<file path="config.mk">
export PLATFORM = sky130hd
export DESIGN_NAME = tricorn_escape_time_pixel_flat
export DESIGN_NICKNAME = d
export VERILOG_FILES = /design/src/sv/tce_pkg.sv /design/src/sv/tce_if.sv /design/src/sv/tce_core.sv /design/src/sv/tricorn_escape_time_pixel.sv /design/src/flat_wrapper.sv
export SDC_FILE = /design/constraint.sdc
export NUM_CORES = 2
export LEC_CHECK = 0
export BUFFER_PORTS_ARGS = -buffer_cell sky130_fd_sc_hd__buf_2
export CAP_MARGIN = 40
export CELL_PAD_IN_SITES_DETAIL_PLACEMENT = 0
export CELL_PAD_IN_SITES_GLOBAL_PLACEMENT = 1
export CORE_AREA = 3 3 337 339
export CTS_BUF_LIST = sky130_fd_sc_hd__clkbuf_4
export DETAILED_ROUTE_END_ITERATION = 10
export DIE_AREA = 0 0 340 342
export PLACE_DENSITY = 0.86
export SLEW_MARGIN = 30
export SYNTH_ARGS = -nofsm -noshare
export SYNTH_HDL_FRONTEND = slang
export SYNTH_SLANG_ARGS = --single-unit
export TNS_END_PERCENT = 20
</file>
<file path="constraint.sdc">
create_clock -name clk -period 26.3 [get_ports clk]
set_clock_uncertainty 0.1 [all_clocks]
set_input_delay 5.26 -clock clk [delete_from_list [all_inputs] [get_ports clk]]
set_output_delay 5.26 -clock clk [all_outputs]
set_load 0.02 [all_outputs]
</file>
<file path="src/sv/tce_pkg.sv">
// Shared types, widths and constants for the tricorn escape-time pixel unit.
// No dependencies; every other file imports this package.
`default_nettype none
package tce_pkg;

  localparam int COORD_W    = 10;
  localparam int ADDR_W     = 20;
  localparam int COUNT_W    = 12;
  localparam int COLOR_W    = 32;
  localparam int STEP_W     = 31;
  localparam int FIX_W      = 32;
  localparam int CFG_AW     = 4;
  localparam int CFG_DW     = 32;
  localparam int FRAC_BITS  = 26;
  localparam int FRAME_WIDTH = 1024;

  localparam logic [COLOR_W-1:0] COLOR_MUL = 32'd189979;

  localparam logic [STEP_W-1:0]        SCALE_STEP_RST = 31'd268435;
  localparam logic signed [FIX_W-1:0]  ORIGIN_RE_RST  = -32'sd140509184;
  localparam logic signed [FIX_W-1:0]  ORIGIN_IM_RST  = -32'sd80530636;
  localparam logic [COUNT_W-1:0]       ITER_LIMIT_RST = 12'd50;

  typedef enum logic [1:0] {
    REG_SCALE_STEP,
    REG_ORIGIN_RE,
    REG_ORIGIN_IM,
    REG_ITER_LIMIT
  } tce_reg_t;

  typedef enum logic [3:0] {
    S_IDLE,
    S_CRE,
    S_CIM,
    S_INIT,
    S_TEST,
    S_SQIM,
    S_CROSS,
    S_UPD,
    S_COLOR,
    S_DONE
  } tce_state_t;

  typedef struct packed {
    logic [STEP_W-1:0]       scale_step;
    logic signed [FIX_W-1:0] origin_re;
    logic signed [FIX_W-1:0] origin_im;
    logic [COUNT_W-1:0]      iter_limit;
  } tce_cfg_t;

  typedef struct packed {
    logic [ADDR_W-1:0]  frame_addr;
    logic [COUNT_W-1:0] iter_count;
    logic               escaped;
    logic [COLOR_W-1:0] pixel_color;
  } tce_res_t;

endpackage
`default_nettype wire

</file>
<file path="src/sv/tce_if.sv">
// Request and result channel interfaces with valid/ready handshake.
// Depends on tce_pkg for field widths.
`default_nettype none
interface tce_req_if;
  import tce_pkg::*;
  logic               valid;
  logic               ready;
  logic [COORD_W-1:0] pixel_col;
  logic [COORD_W-1:0] pixel_row;
  modport source (output valid, pixel_col, pixel_row, input ready);
  modport sink   (input valid, pixel_col, pixel_row, output ready);
endinterface

interface tce_rsp_if;
  import tce_pkg::*;
  logic               valid;
  logic               ready;
  logic [ADDR_W-1:0]  frame_addr;
  logic [COUNT_W-1:0] iter_count;
  logic               escaped;
  logic [COLOR_W-1:0] pixel_color;
  modport source (output valid, frame_addr, iter_count, escaped, pixel_color, input ready);
  modport sink   (input valid, frame_addr, iter_count, escaped, pixel_color, output ready);
endinterface
`default_nettype wire

</file>
<file path="src/sv/tce_core.sv">
// Iteration engine: sequencer around one shared 32x32 signed multiplier.
// Forms c, iterates the tricorn map, then forms address and color. Uses tce_pkg.
`default_nettype none
module tce_core #(
  parameter int FRAME_WIDTH = tce_pkg::FRAME_WIDTH
) (
  input  wire logic                         clk,
  input  wire logic                         rst_n,
  input  wire tce_pkg::tce_cfg_t            cfg,
  input  wire logic                         start,
  input  wire logic [tce_pkg::COORD_W-1:0]  col_in,
  input  wire logic [tce_pkg::COORD_W-1:0]  row_in,
  output      logic                         idle,
  output      logic                         res_valid,
  input  wire logic                         res_ready,
  output      tce_pkg::tce_res_t            res
);
  import tce_pkg::*;

  localparam int Z_W   = FIX_W + 1;
  localparam int SQ_W  = 56;
  localparam int SML_W = FRAC_BITS + 2;
  localparam logic signed [Z_W-1:0] Z_TWO   = 33'sd1 <<< (FRAC_BITS + 1);
  localparam logic [SQ_W-1:0]       ESC_Q52 = 56'd4 << (2 * FRAC_BITS);
  localparam logic [ADDR_W-1:0]     FW_A    = ADDR_W'(FRAME_WIDTH);

  tce_state_t state_r, state_nxt;

  logic [COORD_W-1:0]       col_r, col_nxt, row_r, row_nxt;
  logic signed [FIX_W-1:0]  c_re_r, c_re_nxt, c_im_r, c_im_nxt;
  logic signed [Z_W-1:0]    re_r, re_nxt, im_r, im_nxt;
  logic [COUNT_W-1:0]       count_r, count_nxt;
  logic signed [63:0]       prod_r, prod_nxt;
  logic [SQ_W-1:0]          re2_r, re2_nxt;
  logic signed [SQ_W-1:0]   diff_r, diff_nxt;
  logic                     mag_ge_r, mag_ge_nxt;

  logic signed [31:0]       mul_a, mul_b;
  logic signed [31:0]       re_op, im_op;
  logic                     re_small, im_small;
  logic [SQ_W-1:0]          mag;
  logic signed [SQ_W-1:0]   re_q, neg_p, im_q;

  function automatic logic signed [FIX_W-1:0] sat32(
    input logic signed [FIX_W-1:0] org,
    input logic [41:0]             off
  );
    logic signed [42:0] s;
    s = 43'(org) + $signed({1'b0, off});
    if (s > 43'sd2147483647) begin
      return 32'sh7fff_ffff;
    end else if (s < -43'sd2147483648) begin
      return 32'sh8000_0000;
    end
    return s[FIX_W-1:0];
  endfunction

  assign re_small = (re_r < Z_TWO) && (re_r > -Z_TWO);
  assign im_small = (im_r < Z_TWO) && (im_r > -Z_TWO);
  assign re_op    = 32'($signed(re_r[SML_W-1:0]));
  assign im_op    = 32'($signed(im_r[SML_W-1:0]));
  assign mag      = re2_r + prod_r[SQ_W-1:0];
  assign re_q     = diff_r >>> FRAC_BITS;
  assign neg_p    = -$signed(prod_r[SQ_W-1:0]);
  assign im_q     = neg_p >>> (FRAC_BITS - 1);

  always_comb begin
    state_nxt  = state_r;
    col_nxt    = col_r;
    row_nxt    = row_r;
    c_re_nxt   = c_re_r;
    c_im_nxt   = c_im_r;
    re_nxt     = re_r;
    im_nxt     = im_r;
    count_nxt  = count_r;
    re2_nxt    = re2_r;
    diff_nxt   = diff_r;
    mag_ge_nxt = mag_ge_r;
    mul_a      = '0;
    mul_b      = '0;
    idle       = 1'b0;
    res_valid  = 1'b0;
    unique case (state_r)
      S_IDLE: begin
        idle = 1'b1;
        if (start) begin
          col_nxt   = col_in;
          row_nxt   = row_in;
          state_nxt = S_CRE;
        end
      end
      S_CRE: begin
        mul_a     = $signed({1'b0, cfg.scale_step});
        mul_b     = $signed({22'd0, col_r});
        state_nxt = S_CIM;
      end
      S_CIM: begin
        mul_a     = $signed({1'b0, cfg.scale_step});
        mul_b     = $signed({22'd0, row_r});
        c_re_nxt  = sat32(cfg.origin_re, prod_r[41:0]);
        state_nxt = S_INIT;
      end
      S_INIT: begin
        c_im_nxt  = sat32(cfg.origin_im, prod_r[41:0]);
        re_nxt    = '0;
        im_nxt    = '0;
        count_nxt = '0;
        state_nxt = S_TEST;
      end
      S_TEST: begin
        mul_a = re_op;
        mul_b = re_op;
        if (!re_small || !im_small || count_r >= cfg.iter_limit) begin
          state_nxt = S_COLOR;
        end else begin
          state_nxt = S_SQIM;
        end
      end
      S_SQIM: begin
        mul_a     = im_op;
        mul_b     = im_op;
        re2_nxt   = prod_r[SQ_W-1:0];
        state_nxt = S_CROSS;
      end
      S_CROSS: begin
        mul_a      = re_op;
        mul_b      = im_op;
        mag_ge_nxt = (mag >= ESC_Q52);
        diff_nxt   = $signed(re2_r) - $signed(prod_r[SQ_W-1:0]);
        state_nxt  = S_UPD;
      end
      S_UPD: begin
        if (mag_ge_r) begin
          state_nxt = S_COLOR;
        end else begin
          re_nxt    = Z_W'(re_q) + Z_W'(c_re_r);
          im_nxt    = Z_W'(im_q) + Z_W'(c_im_r);
          count_nxt = count_r + 1'b1;
          state_nxt = S_TEST;
        end
      end
      S_COLOR: begin
        mul_a     = $signed({20'd0, count_r});
        mul_b     = $signed(COLOR_MUL);
        state_nxt = S_DONE;
      end
      S_DONE: begin
        res_valid = 1'b1;
        if (res_ready) begin
          state_nxt = S_IDLE;
        end
      end
      default: state_nxt = S_IDLE;
    endcase
  end

  assign prod_nxt = (state_r == S_DONE) ? prod_r : 64'(mul_a) * 64'(mul_b);

  always_comb begin
    res.frame_addr  = ADDR_W'(col_r) + ADDR_W'(row_r) * FW_A;
    res.iter_count  = count_r;
    res.escaped     = (count_r != cfg.iter_limit);
    res.pixel_color = res.escaped ? prod_r[COLOR_W-1:0] : '0;
  end

  always_ff @(posedge clk) begin
    if (!rst_n) begin
      state_r <= S_IDLE;
    end else begin
      state_r <= state_nxt;
    end
  end

  always_ff @(posedge clk) begin
    col_r    <= col_nxt;
    row_r    <= row_nxt;
    c_re_r   <= c_re_nxt;
    c_im_r   <= c_im_nxt;
    re_r     <= re_nxt;
    im_r     <= im_nxt;
    count_r  <= count_nxt;
    prod_r   <= prod_nxt;
    re2_r    <= re2_nxt;
    diff_r   <= diff_nxt;
    mag_ge_r <= mag_ge_nxt;
  end

endmodule
`default_nettype wire

</file>
<file path="src/sv/tricorn_escape_time_pixel.sv">
// Top level: APB register file, iteration engine and result output register.
// Depends on tce_pkg, tce_req_if/tce_rsp_if and tce_core.
//
//   channel   dir   handshake          payload
//   in_req    in    valid/ready        pixel_col, pixel_row
//   out_rsp   out   valid/ready        frame_addr, iter_count, escaped, pixel_color
//   APB       in    psel/penable/pready scale_step, origin_re, origin_im, iteration_limit
//
// An accepted request forms c, then iterates through S_TEST, S_SQIM, S_CROSS and S_UPD,
// using the shared 32x32 multiplier in the first three. The limit or a component of
// size 2 or more ends the iterations in S_TEST, the |z|^2 >= 4 compare in S_UPD.
// The result then passes S_COLOR and S_DONE; the next request is taken after S_DONE.
// Reset is synchronous, active low; it resets only the state, config and output valid registers.
// A full output register with out_rsp.ready low holds the engine in its last state.
`default_nettype none
module tricorn_escape_time_pixel #(
  parameter int FRAME_WIDTH = tce_pkg::FRAME_WIDTH
) (
  input  wire logic                        clk,
  input  wire logic                        rst_n,
  tce_req_if.sink                          in_req,
  tce_rsp_if.source                        out_rsp,
  input  wire logic                        psel,
  input  wire logic                        penable,
  input  wire logic                        pwrite,
  input  wire logic [tce_pkg::CFG_AW-1:0]  paddr,
  input  wire logic [tce_pkg::CFG_DW-1:0]  pwdata,
  output      logic [tce_pkg::CFG_DW-1:0]  prdata,
  output      logic                        pready
);
  import tce_pkg::*;

  tce_cfg_t cfg_r;
  tce_res_t res, out_r;
  tce_reg_t reg_sel;
  logic     wr_en, core_idle, res_valid, res_take, out_valid_r;

  assign pready  = 1'b1;
  assign wr_en   = psel & penable & pwrite;
  assign reg_sel = tce_reg_t'(paddr[3:2]);

  always_ff @(posedge clk) begin
    if (!rst_n) begin
      cfg_r.scale_step <= SCALE_STEP_RST;
      cfg_r.origin_re  <= ORIGIN_RE_RST;
      cfg_r.origin_im  <= ORIGIN_IM_RST;
      cfg_r.iter_limit <= ITER_LIMIT_RST;
    end else if (wr_en) begin
      unique case (reg_sel)
        REG_SCALE_STEP: cfg_r.scale_step <= pwdata[STEP_W-1:0];
        REG_ORIGIN_RE:  cfg_r.origin_re  <= $signed(pwdata);
        REG_ORIGIN_IM:  cfg_r.origin_im  <= $signed(pwdata);
        REG_ITER_LIMIT: cfg_r.iter_limit <= pwdata[COUNT_W-1:0];
        default: ;
      endcase
    end
  end

  always_comb begin
    unique case (reg_sel)
      REG_SCALE_STEP: prdata = {1'b0, cfg_r.scale_step};
      REG_ORIGIN_RE:  prdata = cfg_r.origin_re;
      REG_ORIGIN_IM:  prdata = cfg_r.origin_im;
      REG_ITER_LIMIT: prdata = {20'd0, cfg_r.iter_limit};
      default:        prdata = '0;
    endcase
  end

  assign in_req.ready = core_idle;
  assign res_take     = res_valid & (~out_valid_r | out_rsp.ready);

  tce_core #(
    .FRAME_WIDTH (FRAME_WIDTH)
  ) u_core (
    .clk       (clk),
    .rst_n     (rst_n),
    .cfg       (cfg_r),
    .start     (in_req.valid & core_idle),
    .col_in    (in_req.pixel_col),
    .row_in    (in_req.pixel_row),
    .idle      (core_idle),
    .res_valid (res_valid),
    .res_ready (res_take),
    .res       (res)
  );

  always_ff @(posedge clk) begin
    if (!rst_n) begin
      out_valid_r <= 1'b0;
    end else if (res_take) begin
      out_valid_r <= 1'b1;
    end else if (out_rsp.ready) begin
      out_valid_r <= 1'b0;
    end
  end

  always_ff @(posedge clk) begin
    if (res_take) begin
      out_r <= res;
    end
  end

  assign out_rsp.valid       = out_valid_r;
  assign out_rsp.frame_addr  = out_r.frame_addr;
  assign out_rsp.iter_count  = out_r.iter_count;
  assign out_rsp.escaped     = out_r.escaped;
  assign out_rsp.pixel_color = out_r.pixel_color;

endmodule
`default_nettype wire

</file>
<file path="src/flat_wrapper.sv">
// flat-port wrapper written by rule: the top's interface ports become plain ports
module tricorn_escape_time_pixel_flat import tce_pkg::*;
#(
  parameter int FRAME_WIDTH = tce_pkg::FRAME_WIDTH
)
  (clk, rst_n, psel, penable, pwrite, paddr, pwdata, prdata, pready, in_req_valid, in_req_pixel_col, in_req_pixel_row, in_req_ready, out_rsp_valid, out_rsp_frame_addr, out_rsp_iter_count, out_rsp_escaped, out_rsp_pixel_color, out_rsp_ready);
  tce_req_if in_req_i ();
  tce_rsp_if out_rsp_i ();
  input  wire logic clk;
  input  wire logic rst_n;
  input  wire logic psel;
  input  wire logic penable;
  input  wire logic pwrite;
  input  wire logic [tce_pkg::CFG_AW-1:0] paddr;
  input  wire logic [tce_pkg::CFG_DW-1:0] pwdata;
  output      logic [tce_pkg::CFG_DW-1:0] prdata;
  output      logic pready;
  input wire logic [$bits(in_req_i.valid)-1:0] in_req_valid;
  input wire logic [$bits(in_req_i.pixel_col)-1:0] in_req_pixel_col;
  input wire logic [$bits(in_req_i.pixel_row)-1:0] in_req_pixel_row;
  output wire logic [$bits(in_req_i.ready)-1:0] in_req_ready;
  output wire logic [$bits(out_rsp_i.valid)-1:0] out_rsp_valid;
  output wire logic [$bits(out_rsp_i.frame_addr)-1:0] out_rsp_frame_addr;
  output wire logic [$bits(out_rsp_i.iter_count)-1:0] out_rsp_iter_count;
  output wire logic [$bits(out_rsp_i.escaped)-1:0] out_rsp_escaped;
  output wire logic [$bits(out_rsp_i.pixel_color)-1:0] out_rsp_pixel_color;
  input wire logic [$bits(out_rsp_i.ready)-1:0] out_rsp_ready;
  assign in_req_i.valid = in_req_valid;
  assign in_req_i.pixel_col = in_req_pixel_col;
  assign in_req_i.pixel_row = in_req_pixel_row;
  assign in_req_ready = in_req_i.ready;
  assign out_rsp_valid = out_rsp_i.valid;
  assign out_rsp_frame_addr = out_rsp_i.frame_addr;
  assign out_rsp_iter_count = out_rsp_i.iter_count;
  assign out_rsp_escaped = out_rsp_i.escaped;
  assign out_rsp_pixel_color = out_rsp_i.pixel_color;
  assign out_rsp_i.ready = out_rsp_ready;
  tricorn_escape_time_pixel #(.FRAME_WIDTH(FRAME_WIDTH)) u_core (.clk(clk), .rst_n(rst_n), .in_req(in_req_i), .out_rsp(out_rsp_i), .psel(psel), .penable(penable), .pwrite(pwrite), .paddr(paddr), .pwdata(pwdata), .prdata(prdata), .pready(pready));
endmodule
</file>
======== After elaboration in Yosys (flattened, before gate mapping) ========
Index checks and enable logic that the tools add are counted.
operators by class
  mux-type cells .......................... 30
  multipliers ............................. 1
  add/sub/neg operators ................... 9
  order comparisons ....................... 10
  equal/unequal tests ..................... 16
  reductions and logical operators ........ 20
  bitwise gates (word level) .............. 6
operators by type and width
  operator                                                             count
  case mux 32 bit (4 select lines)                                     2
  2-to-1 mux 32 bit                                                    6
  case mux 32 bit (5 select lines)                                     1
  case mux 33 bit (2 select lines)                                     2
  adder 32 x 43 -> 43 bit                                              2
  > comparator 43 x 32 -> 1 bit, second input constant                 2
  < comparator 43 x 32 -> 1 bit, second input constant                 2
  > comparator 33 x 28 -> 1 bit, second input constant                 2
  < comparator 33 x 29 -> 1 bit, second input constant                 2
  2-to-1 mux 33 bit                                                    2
  adder 56 bit                                                         1
  greater-or-equal comparator 56 x 55 -> 1 bit, second input constant  1
  multiplier 32 x 32 -> 56 bit                                         1
  negator 56 bit                                                       1
  subtractor 56 bit                                                    1
  case mux 4 bit (10 select lines)                                     1
  adder 30 x 32 -> 33 bit                                              1
  adder 31 x 32 -> 33 bit                                              1
  case mux 12 bit (2 select lines)                                     1
  adder 10 x 20 -> 20 bit                                              1
  equality test 4 x 3 -> 1 bit, second input constant                  4
  2-to-1 mux 4 bit                                                     4
  AND reduction 2 bit                                                  7
  adder 12 x 1 -> 12 bit, second input constant                        1
  21 further kinds                                                     43
storage, ports and cells
  bits of input ports ..................... 63
  register bits ........................... 508
  output and inout port bits .............. 100

======== Logic depth before layout (Yosys ltp) ========
  depth in word-level cells ............... 7
  gate-level depth with buffers ........... 39
  gate-level depth less buffers ........... 36

======== By module ========
A second synthesis with hierarchy kept.
unflattened totals
  cell total of the unflattened synthesis .. 6644
  area, all modules ....................... 62758.9 sq um
by module, submodules not included
  module                     cells each  instances  area each (sq um)
  tce_core                   6051        1          55822.3
  tricorn_escape_time_pixel  593         1          6936.7

======== Least setup slack after synthesis ========
OpenSTA, ideal clock, no wires.
  path kind ............................... in2out
  start ................................... input paddr[2] in the netlist's numbering
  end ..................................... output prdata[12] in the netlist's numbering
  required time ........................... 20940 ps
  path buffers ............................ 3
  cell stages on the path ................. 5
  arrival ................................. 7242 ps
  setup slack ............................. 13698 ps
  cells stage by stage .................... clkbuf_1 -> clkbuf_1 -> clkbuf_1 -> mux2i_1 -> o21ai_0
between the ends
  longest elaborated chain between the ends .. 2
  elaborated cells on any way between the ends .. 5
  those cells by class .................... 3 x eq/ne; 1 x mux; 1 x reduce/logical
RTL lines
  element                                            line                             RTL
  start, declared                                    flat_wrapper.sv:14               input wire logic [tce_pkg::CFG_AW-1:0] paddr;
  equality test 2 bit, or another cell as far along  tricorn_escape_time_pixel.sv:60  unique case (reg_sel)
  case mux 32 bit (4 select lines) *                 tricorn_escape_time_pixel.sv:60
  end, declared                                      flat_wrapper.sv:16               output logic [tce_pkg::CFG_DW-1:0] prdata;
Every way passes the cells marked *; elsewhere a longest branch is shown, timed or not.

======== Worst setup path in the final report ========
  start ................................... input paddr[3] in the netlist's numbering
  end ..................................... output prdata[13] in the netlist's numbering
Same word-level chain as after synthesis.

==> flow_metrics.py <==
metrics = {
    "outcome": {
        "status": "complete, no violations",
    },
    "timing": {
        "slew_violations": 0,
        "finalCritPeriodShare_pct": 47.31,
        "whs_ns": 0.3521,
        "fin_tns_setup_ns": 0,
        "worstMarginPinSlew_ns": 1.056,
        "min_period_ns": 12.44,
        "finalSetupViolCount": 0,
        "finalHoldViolCount": 0,
        "relSlewSlack_pct": 29.62,
        "rsz0062_at_grt": "no",
        "max_freq_ghz": 0.08036,
    },
    "synthesis": {
        "yosys.area.top_type": "fa_1",
        "syn-mean-instance-area_um2": 9.301,
        "syn-num-nets": 8166,
        "ys_seq_area_share_pct": 21.53,
        "synthFlopType": "edfxtp_1",
        "netlist_area_mm2": 0.06203,
        "synth_seq_cells": 482,
        "yosysMostFrequentCell": "inv_1",
        "synth_async_sr_flop_share_pct": 0,
        "synth_top_area_share_pct": 31.79,
        "synth_edf_count": 370,
        "synthCells": 6669,
        "ys_warn_count": 0,
        "synth.top_cells.by_count": "inv_1, nand2_1, fa_1",
        "ys_top_cells_by_area": "fa_1, edfxtp_1, ha_1, inv_1, nand2_1",
        "ys_types": 98,
    },
    "clock_network": {
        "clk_pin_slew_ns": 0.07,
        "cts_hold_buf": 0,
        "cts_max_path_buffers": 3,
        "ctsResizeCount": 0,
        "h-tree-depth": 3,
        "clock_latency_ns": 0.96,
        "root_buffer": "clkbuf_4",
        "numCtsBuffers": 117,
        "cts_tree": "done",
        "clock-sinks": 482,
        "post_cts_buffers": 0,
    },
    "worst_hold_path": {
        "hold_path_class": "reg -> reg",
    },
    "grt": {
        "antenna_found_initial": 10,
        "grt_usage_pct": 34.59,
        "grt_pass1_wl_mm": 303.2,
        "grt_max_degree": 75,
        "grt.overflow.total": 0,
        "grtUsageMet1_pct": 45.83,
        "first_global_vias": 50290,
        "met2_usage_pct": 53.43,
        "busiest_layer": "met2",
        "use_met3_pct": 8.655,
    },
    "drt": {
        "drcViolationCount": 0,
        "avgRoutedWirePerCell_um": 23.57,
        "vias_per_cell": 5.909,
        "routed_wl_mm": 197.8,
        "drt_iter0_drc": 4566,
        "drt-pass1-iter-count": 8,
        "ant_nets": 0,
        "vias": 49590,
    },
    "layout": {
        "area_growth_pct": 7.266,
        "drive_above_1_share_pct": 8.232,
        "utilization_pct": 60.12,
        "final_nets": 8311,
    },
    "run": {
        "maxCapViolCount": 0,
    },
    "critical_path": {
        "r2r-start": "u_core.u_core.state_r[0]$_SDFFE_PN0P_",
        "rrSetupSlack_ns": 14.41,
        "worstSetupPathType": "in -> out",
        "critPathCapture": "prdata[13]",
        "cp_max_fo": 38,
        "crit_arrival_ns": 7.08,
        "startpoint": "paddr[3]",
        "cp.required_ns": 20.94,
        "critPathCaptureType": "output port",
        "r2r-end": "u_core.u_core.prod_r[52]$_DFFE_PP_",
        "start_kind": "primary input",
        "r2r_cells": 29,
    },
    "die": {
        "core_mm2": 0.1107,
        "initial_core_util_pct": 56.05,
        "die_h_um": 342,
        "ios": 163,
        "die_area_mm2": 0.1163,
        "rows": 122,
        "dieWidth_um": 340,
    },
    "pwr": {
        "ir_drop_mv": 0.04788,
        "p_per_area_mw_per_mm2": 44.55,
        "power_mw": 2.964,
        "p_leak_nw": 30.79,
    },
    "placement": {
        "port_buffers": 159,
        "hpwl_mm": 157.0,
        "routabilityCongestion": 0.9874,
    },
}
## power by group
group / switching [mW] / internal [mW] / total [mW]
clock network: 0.319 / 0.333 / 0.652
logic: 0.821 / 0.472 / 1.29
registers: 0.103 / 0.916 / 1.02
## per-layer routing
layer  part of all wire, %  wire length [µm]
met4                   5.8             11540
met5                 0.020                40
met2                    45             88340
met1                    39             77340
met3                    10             20580
## layout make-up
cell class	count	area (µm²)
flip-flops and latches	482	13350
well taps	1488	1862
fillers	9742	44130
clock inverters	28	196.4
repair buffers	293	1979
clock buffers	177	1329
diodes	4	10.01
inverters	1112	4174
multi-input cells	4808	43630
## how the worst min path moves through the flow
stage                                                 from                                       to  slack (ns)  cells past startpoint
after floorplan           u_core.u_core.row_r[0]$_DFFE_PP_  u_core.out_rsp.frame_addr[10]$_DFFE_PP_        0.33                      0
after global routing      u_core.u_core.row_r[6]$_DFFE_PP_  u_core.out_rsp.frame_addr[16]$_DFFE_PP_        0.37                      0
final                     u_core.u_core.col_r[8]$_DFFE_PP_   u_core.out_rsp.frame_addr[8]$_DFFE_PP_        0.35                      0
after detailed placement  u_core.u_core.row_r[5]$_DFFE_PP_  u_core.out_rsp.frame_addr[15]$_DFFE_PP_        0.34                      0
after CTS                 u_core.u_core.col_r[8]$_DFFE_PP_   u_core.out_rsp.frame_addr[8]$_DFFE_PP_        0.36                      0
after global placement    u_core.u_core.row_r[8]$_DFFE_PP_  u_core.out_rsp.frame_addr[18]$_DFFE_PP_        0.33                      0
## through the flow
| stage | worst slack (ns) | instances | area (µm²) |
|---|---|---|---|
| after global placement | 13.62 | 8152 | 64580 |
| after CTS | 13.87 | 8374 | 66340 |
| after floorplan | 13.70 | 6669 | 62030 |
| after detailed placement | 13.88 | 8169 | 64820 |
| final | 13.86 | 8392 | 66540 |
| after global routing | 13.72 | 8390 | 66530 |
## logic make-up (layout without fill, tap and decap cells)
family | count (synthesis) | in the layout | share of synthesized area, %
flops | 482 | 482 | 21.53
simple gates | 2110 | 2110 | 14.61
mux | 33 | 33 | 0.7766
fa+ha+maj | 1434 | 1434 | 40.85
xor+xnor | 245 | 245 | 3.471
other cells | 1 | 5 | 0.006046
compound gates | 985 | 985 | 10.34
buf+inv | 1379 | 1610 | 8.425
## registers in the layout, indices dropped and copies added, names as in the netlist, 10 cells and up
name	cells
u_core.u_core.c_re_r	32
u_core.u_core.re_r	33
u_core.u_core.prod_r	56
u_core.u_core.count_r	12
u_core.u_core.diff_r	30
u_core.out_rsp.iter_count	12
u_core.out_rsp.frame_addr	20
u_core.u_core.row_r	10
u_core.u_core.re2_r	56
u_core.u_core.col_r	10
u_core.u_core.c_im_r	32
u_core.out_rsp.pixel_color	32
u_core.u_core.im_r	33
u_core.cfg_r	107
## cell usage in the layout, fill, tap and decap left out, types with 12 or more instances in the layout
cell type     n
a211oi_1     28
a21o_1      117
a21oi_1     308
a221o_1      15
a22o_1       14
a22oi_1      33
a31oi_1      33
and2_1       41
and3_1       33
and4_1       20
buf_2       161
buf_4       105
clkbuf_4    180
clkinv_1     18
dfxtp_1     112
edfxtp_1    370
fa_1        985
ha_1        449
inv_1      1109
mux2i_1      20
mux4_2       12
nand2_1    1016
nand2b_1     41
nand3_1      92
nand4_1      42
nor2_1      613
nor2b_1      36
nor3_1       66
nor4_1       34
o211ai_1     22
o21a_1       51
o21ai_0     164
o21ai_1      33
o21bai_1     30
o31ai_1      12
or3_1        19
xnor2_1     165
xor2_1       79
## worst max-delay path, stage by stage
cell and delay, ns:
buf_2 0.60, nor2b_2 0.59, buf_8 0.23, nand2_1 0.06, o21ai_0 0.11, buf_2 0.22
Power figures use the tool's default switching activity.
